[src/hdl/wdp_pkg.sv]
// shared types and constants of the wav duration parser
package wdp_pkg;

   localparam logic [31:0] TAG_RIFF    = 32'h5249_4646;
   localparam logic [31:0] TAG_WAVE    = 32'h5741_5645;
   localparam logic [31:0] TAG_FMT     = 32'h666D_7420;
   localparam logic [31:0] TAG_DATA    = 32'h6461_7461;
   localparam logic [31:0] FMT_MIN_LEN = 32'd16;

   localparam logic [1:0] ST_OK         = 2'd0;
   localparam logic [1:0] ST_BAD_HEADER = 2'd1;
   localparam logic [1:0] ST_EARLY_END  = 2'd2;
   localparam logic [1:0] ST_ZERO_FIELD = 2'd3;

   localparam int DIV_STEPS = 32;

   typedef enum logic [3:0] {
      PH_HEADER,
      PH_HEADER_BAD,
      PH_CHUNK_HDR,
      PH_FMT,
      PH_SKIP,
      PH_DONE,
      PH_MUL_A,
      PH_MUL_B,
      PH_CHECK,
      PH_DIV,
      PH_FINISH
   } phase_type;

   typedef struct packed {
      logic       shift_tag;
      logic       clear_len;
      logic       len_byte_en;
      logic [1:0] byte_sel;
      logic       chan_en;
      logic       rate_en;
      logic       bits_en;
      logic       skip_load;
      logic       skip_fmt;
      logic       skip_dec;
      logic       clear_all;
      logic       mul_a;
      logic       mul_b;
      logic       div_start;
      logic       div_step;
      logic       out_load;
      logic [1:0] out_status;
      logic       out_quot;
   } dp_cmd_type;

   typedef struct packed {
      logic tag_riff;
      logic tag_wave;
      logic tag_fmt;
      logic tag_data;
      logic len_ge_min;
      logic skip_next_zero;
      logic skip_one;
      logic zero_field;
      logic div_last;
   } dp_status_type;

endpackage

[src/hdl/wdp_datapath.sv]
// datapath: header fields, skip counter, byte-rate multiply, shift-subtract divider, result register
module wdp_datapath (
   input  logic                  clock,
   input  logic                  reset,
   input  logic [7:0]            req_data_byte,
   input  wdp_pkg::dp_cmd_type   cmd,
   output wdp_pkg::dp_status_type status,
   output logic [31:0]           rsp_duration_seconds,
   output logic [1:0]            rsp_status
);
   import wdp_pkg::*;

   localparam int CNT_W = $clog2(DIV_STEPS);
   localparam logic [CNT_W-1:0] DIV_LAST = CNT_W'(DIV_STEPS - 1);

   logic [31:0] tag_ff, tag_in;
   logic [31:0] len_ff, len_in;
   logic [31:0] skip_ff, skip_in;
   logic [15:0] chan_ff, chan_in;
   logic [31:0] rate_ff, rate_in;
   logic [15:0] bits_ff, bits_in;
   logic [31:0] prod_ff;
   logic [31:0] bps_ff;
   logic [31:0] rem_ff;
   logic [31:0] quot_ff;
   logic [CNT_W-1:0] div_cnt_ff;
   logic [31:0] dur_ff;
   logic [1:0]  stat_ff;

   logic [31:0] tag_nx, len_nx, skip_nx;
   logic [32:0] rem_sh;
   logic        rem_ge;
   logic [47:0] prod_full;
   logic [44:0] bps_full;

   always_comb begin
      tag_nx = cmd.shift_tag ? {tag_ff[23:0], req_data_byte} : tag_ff;
      len_nx = len_ff;
      if (cmd.clear_len) begin
         len_nx = '0;
      end else if (cmd.len_byte_en) begin
         len_nx[8*cmd.byte_sel +: 8] = req_data_byte;
      end
      // odd chunk sizes carry one pad byte, wrapping at 32 bits
      if (cmd.skip_fmt) begin
         skip_nx = len_nx - FMT_MIN_LEN + {31'd0, len_nx[0]};
      end else begin
         skip_nx = len_nx + {31'd0, len_nx[0]};
      end
   end

   always_comb begin
      tag_in  = tag_nx;
      len_in  = len_nx;
      skip_in = skip_ff;
      chan_in = chan_ff;
      rate_in = rate_ff;
      bits_in = bits_ff;
      if (cmd.skip_load) begin
         skip_in = skip_nx;
      end else if (cmd.skip_dec) begin
         skip_in = skip_ff - 32'd1;
      end
      if (cmd.chan_en) begin
         chan_in = cmd.byte_sel[0] ? {req_data_byte, chan_ff[7:0]} : {8'd0, req_data_byte};
      end
      if (cmd.bits_en) begin
         bits_in = cmd.byte_sel[0] ? {req_data_byte, bits_ff[7:0]} : {8'd0, req_data_byte};
      end
      if (cmd.rate_en) begin
         if (cmd.byte_sel == 2'd0) begin
            rate_in = {24'd0, req_data_byte};
         end else begin
            rate_in[8*cmd.byte_sel +: 8] = req_data_byte;
         end
      end
      if (cmd.clear_all) begin
         tag_in  = '0;
         len_in  = '0;
         skip_in = '0;
         chan_in = '0;
         rate_in = '0;
         bits_in = '0;
      end
   end

   always_ff @(posedge clock) begin
      if (reset) begin
         tag_ff  <= '0;
         len_ff  <= '0;
         skip_ff <= '0;
         chan_ff <= '0;
         rate_ff <= '0;
         bits_ff <= '0;
      end else begin
         tag_ff  <= tag_in;
         len_ff  <= len_in;
         skip_ff <= skip_in;
         chan_ff <= chan_in;
         rate_ff <= rate_in;
         bits_ff <= bits_in;
      end
   end

   // byte rate in two registered multiplies, kept modulo 2^32
   assign prod_full = rate_ff * chan_ff;
   assign bps_full  = prod_ff * bits_ff[15:3];

   always_ff @(posedge clock) begin
      if (cmd.mul_a) begin
         prod_ff <= prod_full[31:0];
      end
      if (cmd.mul_b) begin
         bps_ff <= bps_full[31:0];
      end
   end

   // restoring divider, one quotient bit per cycle
   assign rem_sh = {rem_ff, quot_ff[31]};
   assign rem_ge = rem_sh >= {1'b0, bps_ff};

   always_ff @(posedge clock) begin
      if (cmd.div_start) begin
         rem_ff     <= '0;
         quot_ff    <= len_ff;
         div_cnt_ff <= '0;
      end else if (cmd.div_step) begin
         rem_ff     <= rem_ge ? 32'(rem_sh - {1'b0, bps_ff}) : rem_sh[31:0];
         quot_ff    <= {quot_ff[30:0], rem_ge};
         div_cnt_ff <= div_cnt_ff + 1'b1;
      end
   end

   always_ff @(posedge clock) begin
      if (cmd.out_load) begin
         dur_ff  <= cmd.out_quot ? quot_ff : 32'd0;
         stat_ff <= cmd.out_status;
      end
   end

   assign rsp_duration_seconds = dur_ff;
   assign rsp_status           = stat_ff;

   assign status.tag_riff       = tag_nx == TAG_RIFF;
   assign status.tag_wave       = tag_nx == TAG_WAVE;
   assign status.tag_fmt        = tag_nx == TAG_FMT;
   assign status.tag_data       = tag_nx == TAG_DATA;
   assign status.len_ge_min     = len_nx >= FMT_MIN_LEN;
   assign status.skip_next_zero = skip_nx == 32'd0;
   assign status.skip_one       = skip_ff == 32'd1;
   assign status.zero_field     = (rate_ff == 32'd0) || (chan_ff == 16'd0) ||
                                  (bits_ff == 16'd0) || (len_ff == 32'd0) ||
                                  (bps_ff == 32'd0);
   assign status.div_last       = div_cnt_ff == DIV_LAST;

endmodule

[src/hdl/wdp_ctrl.sv]
// controller: parse phase state machine, byte position counter and result handshake
module wdp_ctrl (
   input  logic                   clock,
   input  logic                   reset,
   input  logic                   req_valid,
   input  logic                   req_last_byte,
   output logic                   req_stall,
   output logic                   rsp_valid,
   input  logic                   rsp_stall,
   input  wdp_pkg::dp_status_type status,
   output wdp_pkg::dp_cmd_type    cmd
);
   import wdp_pkg::*;

   localparam logic [3:0] HDR_RIFF_END  = 4'd3;
   localparam logic [3:0] HDR_END       = 4'd11;
   localparam logic [3:0] CHDR_LEN_LO   = 4'd4;
   localparam logic [3:0] CHDR_END      = 4'd7;
   localparam logic [3:0] FMT_CHAN_LO   = 4'd2;
   localparam logic [3:0] FMT_CHAN_HI   = 4'd3;
   localparam logic [3:0] FMT_RATE_LO   = 4'd4;
   localparam logic [3:0] FMT_RATE_HI   = 4'd7;
   localparam logic [3:0] FMT_BITS_LO   = 4'd14;
   localparam logic [3:0] FMT_END       = 4'd15;

   phase_type   phase_ff, phase_in;
   logic [3:0]  count_ff, count_in;
   logic        last_pend_ff, last_pend_in;
   logic        rsp_valid_ff, rsp_valid_in;

   logic        out_free;
   logic        busy;
   logic        need_out;
   logic        acc;
   logic        bad_hdr;
   logic        to_compute;

   assign out_free  = !rsp_valid_ff || !rsp_stall;
   assign busy      = phase_ff inside {PH_MUL_A, PH_MUL_B, PH_CHECK, PH_DIV, PH_FINISH};
   // only an item that may write a result at once waits for the result register
   assign need_out  = req_last_byte ||
                      (count_ff == HDR_END && phase_ff inside {PH_HEADER, PH_HEADER_BAD});
   assign req_stall = busy || (!out_free && need_out);
   assign acc       = req_valid && !req_stall;
   assign rsp_valid = rsp_valid_ff;

   always_ff @(posedge clock) begin
      if (reset) begin
         phase_ff     <= PH_HEADER;
         count_ff     <= '0;
         last_pend_ff <= 1'b0;
         rsp_valid_ff <= 1'b0;
      end else begin
         phase_ff     <= phase_in;
         count_ff     <= count_in;
         last_pend_ff <= last_pend_in;
         rsp_valid_ff <= rsp_valid_in;
      end
   end

   always_comb begin
      cmd          = '0;
      phase_in     = phase_ff;
      count_in     = count_ff;
      last_pend_in = last_pend_ff;
      bad_hdr      = 1'b0;
      to_compute   = 1'b0;

      case (phase_ff)
         PH_HEADER, PH_HEADER_BAD: begin
            if (acc) begin
               cmd.shift_tag = 1'b1;
               bad_hdr = (phase_ff == PH_HEADER_BAD) ||
                         (count_ff == HDR_RIFF_END && !status.tag_riff);
               if (count_ff == HDR_END) begin
                  if (bad_hdr || !status.tag_wave) begin
                     cmd.out_load   = 1'b1;
                     cmd.out_status = ST_BAD_HEADER;
                     phase_in       = PH_DONE;
                  end else begin
                     phase_in = PH_CHUNK_HDR;
                     count_in = '0;
                  end
               end else begin
                  count_in = count_ff + 1'b1;
                  if (bad_hdr) begin
                     phase_in = PH_HEADER_BAD;
                  end
               end
            end
         end
         PH_CHUNK_HDR: begin
            if (acc) begin
               cmd.byte_sel = count_ff[1:0];
               if (count_ff < CHDR_LEN_LO) begin
                  cmd.shift_tag = 1'b1;
                  cmd.clear_len = (count_ff == 4'd0);
               end else begin
                  cmd.len_byte_en = 1'b1;
               end
               if (count_ff == CHDR_END) begin
                  count_in = '0;
                  if (status.tag_fmt && status.len_ge_min) begin
                     phase_in = PH_FMT;
                  end else if (status.tag_data) begin
                     // end of stream is handled once the result is out
                     phase_in     = PH_MUL_A;
                     to_compute   = 1'b1;
                     last_pend_in = req_last_byte;
                  end else begin
                     cmd.skip_load = 1'b1;
                     phase_in = status.skip_next_zero ? PH_CHUNK_HDR : PH_SKIP;
                  end
               end else begin
                  count_in = count_ff + 1'b1;
               end
            end
         end
         PH_FMT: begin
            if (acc) begin
               cmd.byte_sel = count_ff[1:0];
               cmd.chan_en  = (count_ff == FMT_CHAN_LO) || (count_ff == FMT_CHAN_HI);
               cmd.rate_en  = count_ff inside {[FMT_RATE_LO:FMT_RATE_HI]};
               cmd.bits_en  = (count_ff == FMT_BITS_LO) || (count_ff == FMT_END);
               if (count_ff == FMT_END) begin
                  cmd.skip_load = 1'b1;
                  cmd.skip_fmt  = 1'b1;
                  count_in      = '0;
                  phase_in      = status.skip_next_zero ? PH_CHUNK_HDR : PH_SKIP;
               end else begin
                  count_in = count_ff + 1'b1;
               end
            end
         end
         PH_SKIP: begin
            if (acc) begin
               cmd.skip_dec = 1'b1;
               if (status.skip_one) begin
                  phase_in = PH_CHUNK_HDR;
                  count_in = '0;
               end
            end
         end
         PH_DONE: begin
         end
         PH_MUL_A: begin
            cmd.mul_a = 1'b1;
            phase_in  = PH_MUL_B;
         end
         PH_MUL_B: begin
            cmd.mul_b = 1'b1;
            phase_in  = PH_CHECK;
         end
         PH_CHECK: begin
            if (status.zero_field) begin
               if (out_free) begin
                  cmd.out_load   = 1'b1;
                  cmd.out_status = ST_ZERO_FIELD;
               end
            end else begin
               cmd.div_start = 1'b1;
               phase_in      = PH_DIV;
            end
         end
         PH_DIV: begin
            cmd.div_step = 1'b1;
            if (status.div_last) begin
               phase_in = PH_FINISH;
            end
         end
         PH_FINISH: begin
            if (out_free) begin
               cmd.out_load   = 1'b1;
               cmd.out_status = ST_OK;
               cmd.out_quot   = 1'b1;
            end
         end
         default: begin
            phase_in = PH_HEADER;
            count_in = '0;
         end
      endcase

      // result of a data chunk is out: either wait for the end or start over
      if (busy && cmd.out_load) begin
         if (last_pend_ff) begin
            phase_in      = PH_HEADER;
            count_in      = '0;
            last_pend_in  = 1'b0;
            cmd.clear_all = 1'b1;
         end else begin
            phase_in = PH_DONE;
         end
      end

      if (acc && req_last_byte && !to_compute) begin
         if (!cmd.out_load && phase_ff != PH_DONE) begin
            cmd.out_load   = 1'b1;
            cmd.out_status = ST_EARLY_END;
            cmd.out_quot   = 1'b0;
         end
         phase_in      = PH_HEADER;
         count_in      = '0;
         cmd.clear_all = 1'b1;
      end

      rsp_valid_in = cmd.out_load || (rsp_valid_ff && rsp_stall);
   end

endmodule

[src/hdl/wav_duration_parser.sv]
// top level of the wav duration parser
// Takes one file byte per cycle while walking the RIFF header and chunks, unless held by a
// stall. When the header of the data chunk completes, the block stops taking bytes while it
// runs the two byte-rate multiplies, the zero check, the one-bit-per-cycle shift-subtract
// divider and the load of the result (a zero field skips the divide). Other results (bad
// header, early end) come with the byte that causes them. The single result register lets
// parsing continue while a result waits; only the twelfth header byte and the last byte of
// a file, which may write a new result at once, are held until the register is free.
module wav_duration_parser (
   input  logic        clock,
   input  logic        reset,
   input  logic        req_valid,
   output logic        req_stall,
   input  logic [7:0]  req_data_byte,
   input  logic        req_last_byte,
   output logic        rsp_valid,
   input  logic        rsp_stall,
   output logic [31:0] rsp_duration_seconds,
   output logic [1:0]  rsp_status
);
   import wdp_pkg::*;

   dp_cmd_type    cmd;
   dp_status_type status;

   wdp_ctrl u_ctrl (
      .clock         (clock),
      .reset         (reset),
      .req_valid     (req_valid),
      .req_last_byte (req_last_byte),
      .req_stall     (req_stall),
      .rsp_valid     (rsp_valid),
      .rsp_stall     (rsp_stall),
      .status        (status),
      .cmd           (cmd)
   );

   wdp_datapath u_datapath (
      .clock                (clock),
      .reset                (reset),
      .req_data_byte        (req_data_byte),
      .cmd                  (cmd),
      .status               (status),
      .rsp_duration_seconds (rsp_duration_seconds),
      .rsp_status           (rsp_status)
   );

endmodule

[config.mk]
export PLATFORM = sky130hd
export DESIGN_NAME = wav_duration_parser
export DESIGN_NICKNAME = d
export VERILOG_FILES = /design/src/hdl/wdp_pkg.sv /design/src/hdl/wdp_datapath.sv /design/src/hdl/wdp_ctrl.sv /design/src/hdl/wav_duration_parser.sv
export SDC_FILE = /design/constraint.sdc
export NUM_CORES = 2
export LEC_CHECK = 0
export BUFFER_PORTS_ARGS = -buffer_cell sky130_fd_sc_hd__clkbuf_2
export CORE_ASPECT_RATIO = 2
export CORE_UTILIZATION = 60
export DETAILED_ROUTE_END_ITERATION = 8
export GPL_ROUTABILITY_DRIVEN = 1
export PLACE_DENSITY_LB_ADDON = 0.05
export SLEW_MARGIN = 15
export SYNTH_ARGS = -nofsm -noshare
export SYNTH_HDL_FRONTEND = slang
export SYNTH_HIERARCHICAL = 1
export SYNTH_SLANG_ARGS = --single-unit
[constraint.sdc]
create_clock -name clock -period 6.25 [get_ports clock]
set_input_delay 0.3125 -clock clock [delete_from_list [all_inputs] [get_ports clock]]
set_output_delay 0.3125 -clock clock [all_outputs]
set_load 0.01 [all_outputs]
After elaboration in Yosys (flattened, before gate mapping)
Cells that the tools add are included.
{"block": "op_classes", "n_eq_ne": 34, "n_reduce_logical": 52, "n_mux": 91, "div_mod_pow": 0, "multipliers": 2, "n_lt_le_gt_ge": 5, "add_sub_neg": 8, "shifts": 2, "n_bitwise": 1}
{"cell": "$mux 32", "count": 10}
{"cell": "$eq 32x31->1 const B", "count": 4}
{"cell": "$logic_not 32->1", "count": 4}
{"cell": "$mux 4", "count": 28}
{"cell": "$add 32x1->32", "count": 2}
{"cell": "$bwmux 32", "count": 2}
{"cell": "$pmux 4 s9", "count": 1}
{"cell": "$neg 5->34", "count": 1}
{"cell": "$shift 8x34->32 const A", "count": 1}
{"cell": "$shiftx 8x34->32", "count": 1}
{"cell": "$ge 33x32->1", "count": 1}
{"cell": "$eq 32x1->1 const B", "count": 1}
{"cell": "$ge 32x5->1 const B", "count": 1}
{"cell": "$logic_not 16->1", "count": 2}
{"cell": "$mul 32x13->32", "count": 1}
{"cell": "$mul 32x16->32", "count": 1}
{"cell": "$mux 16", "count": 2}
{"cell": "$sub 32x1->32 const B", "count": 1}
{"cell": "$sub 32x32->32", "count": 1}
{"cell": "$sub 32x5->32 const B", "count": 1}
{"cell": "$mux 1", "count": 29}
{"cell": "$mux 3", "count": 9}
{"cell": "$eq 4x4->1 const B", "count": 6}
{"cell": "$eq 4x3->1 const B", "count": 5}
{"cell": "33 further kinds", "count": 80}
{"block": "word_totals", "out_inout_bits": 36, "reg_bits": 337, "input_bits": 13, "latch_bits": 0, "rom_bits": 0, "word_cells": 214, "ramBits": 0, "n_memories": 0}

Longest topological paths before layout
{"block": "logic_depth", "word_depth": 26, "mapped_depth": 33, "ltp_nobuf": 26}

By module
The synthesis kept the hierarchy.
{"mod": "wdp_datapath", "n_inst": 1, "area_per_inst_um2": 37529.7, "seq_area_each_um2": 7847.5, "cells_per_inst": 4143}
{"mod": "wdp_ctrl", "n_inst": 1, "area_per_inst_um2": 1204.9, "seq_area_each_um2": 200.2, "cells_per_inst": 176}

Worst setup path after synthesis
No wires, ideal clock.
{"block": "synth_path", "path_kind": "flip-flop to flip-flop", "from": "register u_ctrl.count_ff[0]", "to": "register u_ctrl.phase_ff[1]", "setup_slack_ns": -0.191, "setup_ns": 0.091, "path_buffers": 6, "required_time_ns": 6.159, "t_arrival_ns": 6.350, "stages_incl_launch_ff": 32, "path_cell_list": "dfxtp_1 > ha_1 > buf_2 > nor2b_1 > a31o_1 > buf_6 > nor4_1 > buf_2 > clkbuf_1 > inv_1 > ha_1 > and4bb_2 > buf_6 > a22oi_1 > or2_2 > inv_1 > ha_1 > nor4bb_1 > a32oi_1 > nor3_1 > and4b_1 > clkbuf_1 > and4b_1 > a2bb2o_1 > xnor2_1 > nand4_1 > nor4_2 > inv_1 > o22ai_1 > nand2_1 > a21o_1 > a311oi_1"}
{"item": "start: declaration", "line_no": "wdp_ctrl.sv:27", "rtl": "logic [3:0] count_ff, count_in;"}
{"item": "start signal: assignment", "line_no": "wdp_ctrl.sv:55", "rtl": "count_ff <= count_in;"}
{"item": "end signal: assignment", "line_no": "wdp_ctrl.sv:54", "rtl": "phase_ff <= phase_in;"}
{"item": "end: declaration", "line_no": "wdp_ctrl.sv:26", "rtl": "phase_type phase_ff, phase_in;"}

Final worst setup path
{"block": "layout_path", "from": "register u_datapath.prod_ff[6]", "to": "register u_datapath.bps_ff[31] (data pin)"}
{"block": "layout_between", "elab_chain_len": 1}
{"item": "start: declaration", "line_no": "wdp_datapath.sv:22", "rtl": "logic [31:0] prod_ff;"}
{"item": "start signal: assignment", "line_no": "wdp_datapath.sv:111", "rtl": "prod_ff <= prod_full[31:0];"}
{"item": "$mul 32x13->32", "line_no": "wdp_datapath.sv:107", "rtl": "assign bps_full = prod_ff * bits_ff[15:3];"}
{"item": "named net u_datapath.bps_full[31]", "line_no": "wdp_datapath.sv:34", "rtl": "logic [44:0] bps_full;"}
{"item": "end signal: assignment", "line_no": "wdp_datapath.sv:114", "rtl": "bps_ff <= bps_full[31:0];"}
{"item": "end: declaration", "line_no": "wdp_datapath.sv:23", "rtl": "logic [31:0] bps_ff;"}
The timed path passes the listed nets, and every way through them passes these cells.
A chain may end at the register's enable or synchronous reset.

==> results.md <==
* Die Span Y at ~360 um
* Die Width at 182 um
* CP max stage cell: edfxtp_1
* CTS Sinks at between 300 and 400
* Slew Viols, Final at 0
* Setup TNS at 0 ns
* Critical Path RT at between 6 and 7 ns
* Clock tree buffer depth at 3
* CP Cell Sequence: nand2_1, fa_1, inv_1, fa_1, inv_1, fa_1, inv_1, fa_1, fa_1, ha_1, or3_1, or2_2, o21ba_2, a211oi_2, buf_4, nor3_2, a2111o_1, a311o_1, a21oi_1, xnor2_1
* CP most frequent cell: fa_1
* Detail Placement HPWL at 99,300 um
* H-tree levels at 2
* Max_cap viols at 0
* Critical Path Fanout Max at 9
* Crit path launch: u_datapath/prod_ff[6]
* Synth Area in XOR/XNOR at 0.0402
* Final ANT Viol Nets at 0
* Worst rel slew slack at 0.300
* Worst Max-Slew Pin Slew at 1.04 ns
* Comb pwr share at 0.055
* Initial antenna violation count at 1
* R2R Path Start: u_datapath/prod_ff[6]
* Static leakage at approximately 0.019 uW
* Synthesized area per cell at about 9 sq um
* Worst setup path category: flop to flop
* Final wirelength at roughly 120,000 um
* DR pass1 iterations at 8
* Maximum vdd ir drop at about 0.24 mV
* Netlist Area Pre-Place at around 39,000 sq um
* Area growth syn-to-layout at 9.97%
* Primary FF master, synth: dfxtp_1
* Number of global-route vias before repair at 33,802
* Psw at 1160 uW
* Synth Area in Adders at 0.344
* Boundary Pins at 49
* Tcrit/Tclk final at 0.975
* Core Footprint at 63,800 sq um
* Highest cell delay on the worst timing path at between 0.5 and 0.6 ns
* F_max at ~160 MHz
* Num rows at 131
* CTS tree: built
* Cell taking the most area after synthesis: fa_1
* Worst reg-to-reg setup slack at ~0.16 ns
* Final hold slack at between 0.05 and 0.06 ns
* Setup crit end kind: flop
* R2r worst-path depth at 20
* Synth async-reset ratio at 0
* Mux cell area share after synthesis at 0.0310
* Fin Clk Skew at roughly 0.037 ns
* Hold path cells at 3
* Via Count at 31,629
* Simple-Gate Fraction of Synth Area at 0.199
* Syn_nets at 5,059
* Endpoints failing setup at 0
* Port Buffer Count at 48
* Worst setup SP type: flop
* Post-synth EDFFs at 130
* Main area contributors after synthesis: fa_1 29%, dfxtp_1 11%, edfxtp_1 10%
* Final worst path period need at slightly above 6 ns
* Fill cells at around 5,400
* Fin. Hold Viols at 0
* FF+latch count, synth at roughly 340
* Overall Global Routing Usage at 0.382
* Switching Share at 0.246
* Largest family of logic cells by synthesized area: adder cells
* Compound-Gate Fraction of Synth Area at 0.0896
* Commonest non-fill, non-tap cell in the layout: inv_1
* Nets at ~5,200
* GPL Wtd Cong at 1.02
* Clk_lat worst skew at 0.59 ns
* Post-route insts no fill at 5,265
* Int Pwr at 3540 uW
* Worst setup margin at between 0.15 and 0.2 ns
* Pin count of the biggest net entering global routing at between 60 and 70
* R2r endpoint: u_datapath/bps_ff[31]
* Register area share after synthesis at 0.208
* Hold_sp: rsp_stall
* DR vias/cell at roughly 6
* Drt first-iter violations at around 1,900
* FF/Latch Area at around 8100 sq um
* Clock share of power at 0.454
* Multi-input gate area at 27,400 sq um
* Outcome: complete, no violations
* Most frequent cells in the layout: 657 x inv_1, 588 x nand2_1, 562 x fa_1
* First-pass GRT wire length at 187,000 um
* Pwr dens at ~110 nW/um^2
* Starting Density at 0.608
* Root buffer cell: clkbuf_16
* Synth top area share at 0.290
* Netlist cell types at ~100
* Hold EP: u_ctrl/rsp_valid
* DRC Markers at 0
* Ratio of cells with drive above 1 in the final layout at 0.109
* Placed Cells incl. Taps at slightly above 5,000
* CTS clock-pin slew for the worst setup and hold paths at around 0.070 ns
* Post-placement setup slack at -0.0607 ns
* DR WL/cell at 23.3 um
* GR Overflow Total at 0
* Sequential power share at 0.491
* Gate Count Post-Synth at 4,319
* TritonCTS Buffers at 35
* Min-Delay Path Class: input port to flop
* Synthesis warning total at 6
* Crit path arrival time at about 6.4 ns
* Die Area at about 66,000 sq um
==> power groups by stage <==
| stage | logic [uW] | clock network, uW | registers, uW |
|---|---|---|---|
| after global routing | 277 | 2240 | 2310 |
| after CTS | 254 | 2170 | 2310 |
| after floorplan | 157 | 0 | 2350 |
| after global placement | 250 | 0 | 2360 |
| final | 258 | 2130 | 2310 |
| after detailed placement | 251 | 0 | 2360 |
==> critical path, delay by kind of cell (launching register included) <==
family                   cells  cell delay, ns
adder cells (fa/ha/maj)      6            2.68
AO/OA/AOI/OAI                5            1.26
AND/OR/NAND/NOR              4            0.86
flip-flops                   1            0.57
buffers and inverters        4            0.30
XOR/XNOR                     1            0.13
==> sequential cells by signal, summed over array words and instances (netlist names), 5 cells and up <==
| name | count |
|---|---|
| u_datapath/rate_ff | 32 |
| u_datapath/tag_ff | 32 |
| u_datapath/div_cnt_ff | 5 |
| u_datapath/bits_ff | 16 |
| u_datapath/quot_ff | 32 |
| u_datapath/len_ff | 32 |
| u_datapath/prod_ff | 32 |
| u_datapath/skip_ff | 32 |
| u_datapath/chan_ff | 16 |
| u_datapath/bps_ff | 32 |
| u_datapath/rem_ff | 32 |
| u_datapath/rsp_duration_seconds | 32 |
==> cells by family (layout without fill, tap and decap cells) <==
family / Yosys count / count (layout)
other: 0 / 1
buffers and inverters: 894 / 1041
and+or+nand+nor: 1574 / 1574
xor gates and xnor gates: 177 / 177
muxes: 116 / 116
DFF: 337 / 337
adders and majority gates: 727 / 727
AOI/OAI and AO/OA: 494 / 494
==> Yosys cell counts (all sizes together) (31+ instances only) <==
cell type,number
ha,165
nor2,291
nor3,58
nand3,46
nor4,59
xor2,57
mux2,31
dfxtp,207
mux2i,85
and2,310
fa,562
edfxtp,130
buf,32
inv,657
nand2,591
a21oi,122
xnor2,120
a211oi,61
a21o,35
a22oi,36
o21ai,55
clkbuf,204
==> cell type report <==
type / count / share of cell area
Sequential cell: 337 / 0.190
Multi-Input combinational cell: 3088 / 0.644
Clock buffer: 49 / 0.0224
Timing Repair Buffer: 320 / 0.0586
Antenna cell: 1 / 0.0000587
Clock inverter: 14 / 0.00373
Inverter: 658 / 0.0580
Tap cell: 798 / 0.0234
==> per-stage QoR <==
step	area, sq um	power (uW)	util
final	42600	4700	0.668
after global routing	42600	4830	0.668
after CTS	42400	4730	0.665
after detailed placement	41300	2610	0.648
after global placement	41300	2610	0.648
after floorplan	38700	2510	-
==> how the worst max path moves through the flow <==
stage,slack [ns],depth (start not counted),end
final,0.16,20,u_datapath/bps_ff[31]
after global routing,-0.02,24,u_datapath/prod_ff[30]
after global placement,-0.09,19,u_datapath/bps_ff[31]
after CTS,0.02,20,u_datapath/bps_ff[31]
after floorplan,0.09,31,u_ctrl/phase_ff[1]
after detailed placement,-0.06,19,u_datapath/bps_ff[31]
==> routing by layer <==
layer,up-vias,GRT usage,part of all wire
met5,-,0,0.000065
met2,1123,0.710,0.53
met3,583,0.0520,0.046
met4,2,0.359,0.11
li1,14128,-,-
met1,15793,0.352,0.31
==> timing repair <==
item / in CTS / in global routing
endpoints found under the hold margin: 2 / 0
buffers inserted: 0 / 3
hold buffers: 2 / 0
resized for setup: 4 / 46
pin swaps: 0 / 13
endpoints found under the setup margin: 3 / 27
(Power assumes the default switching activity.)
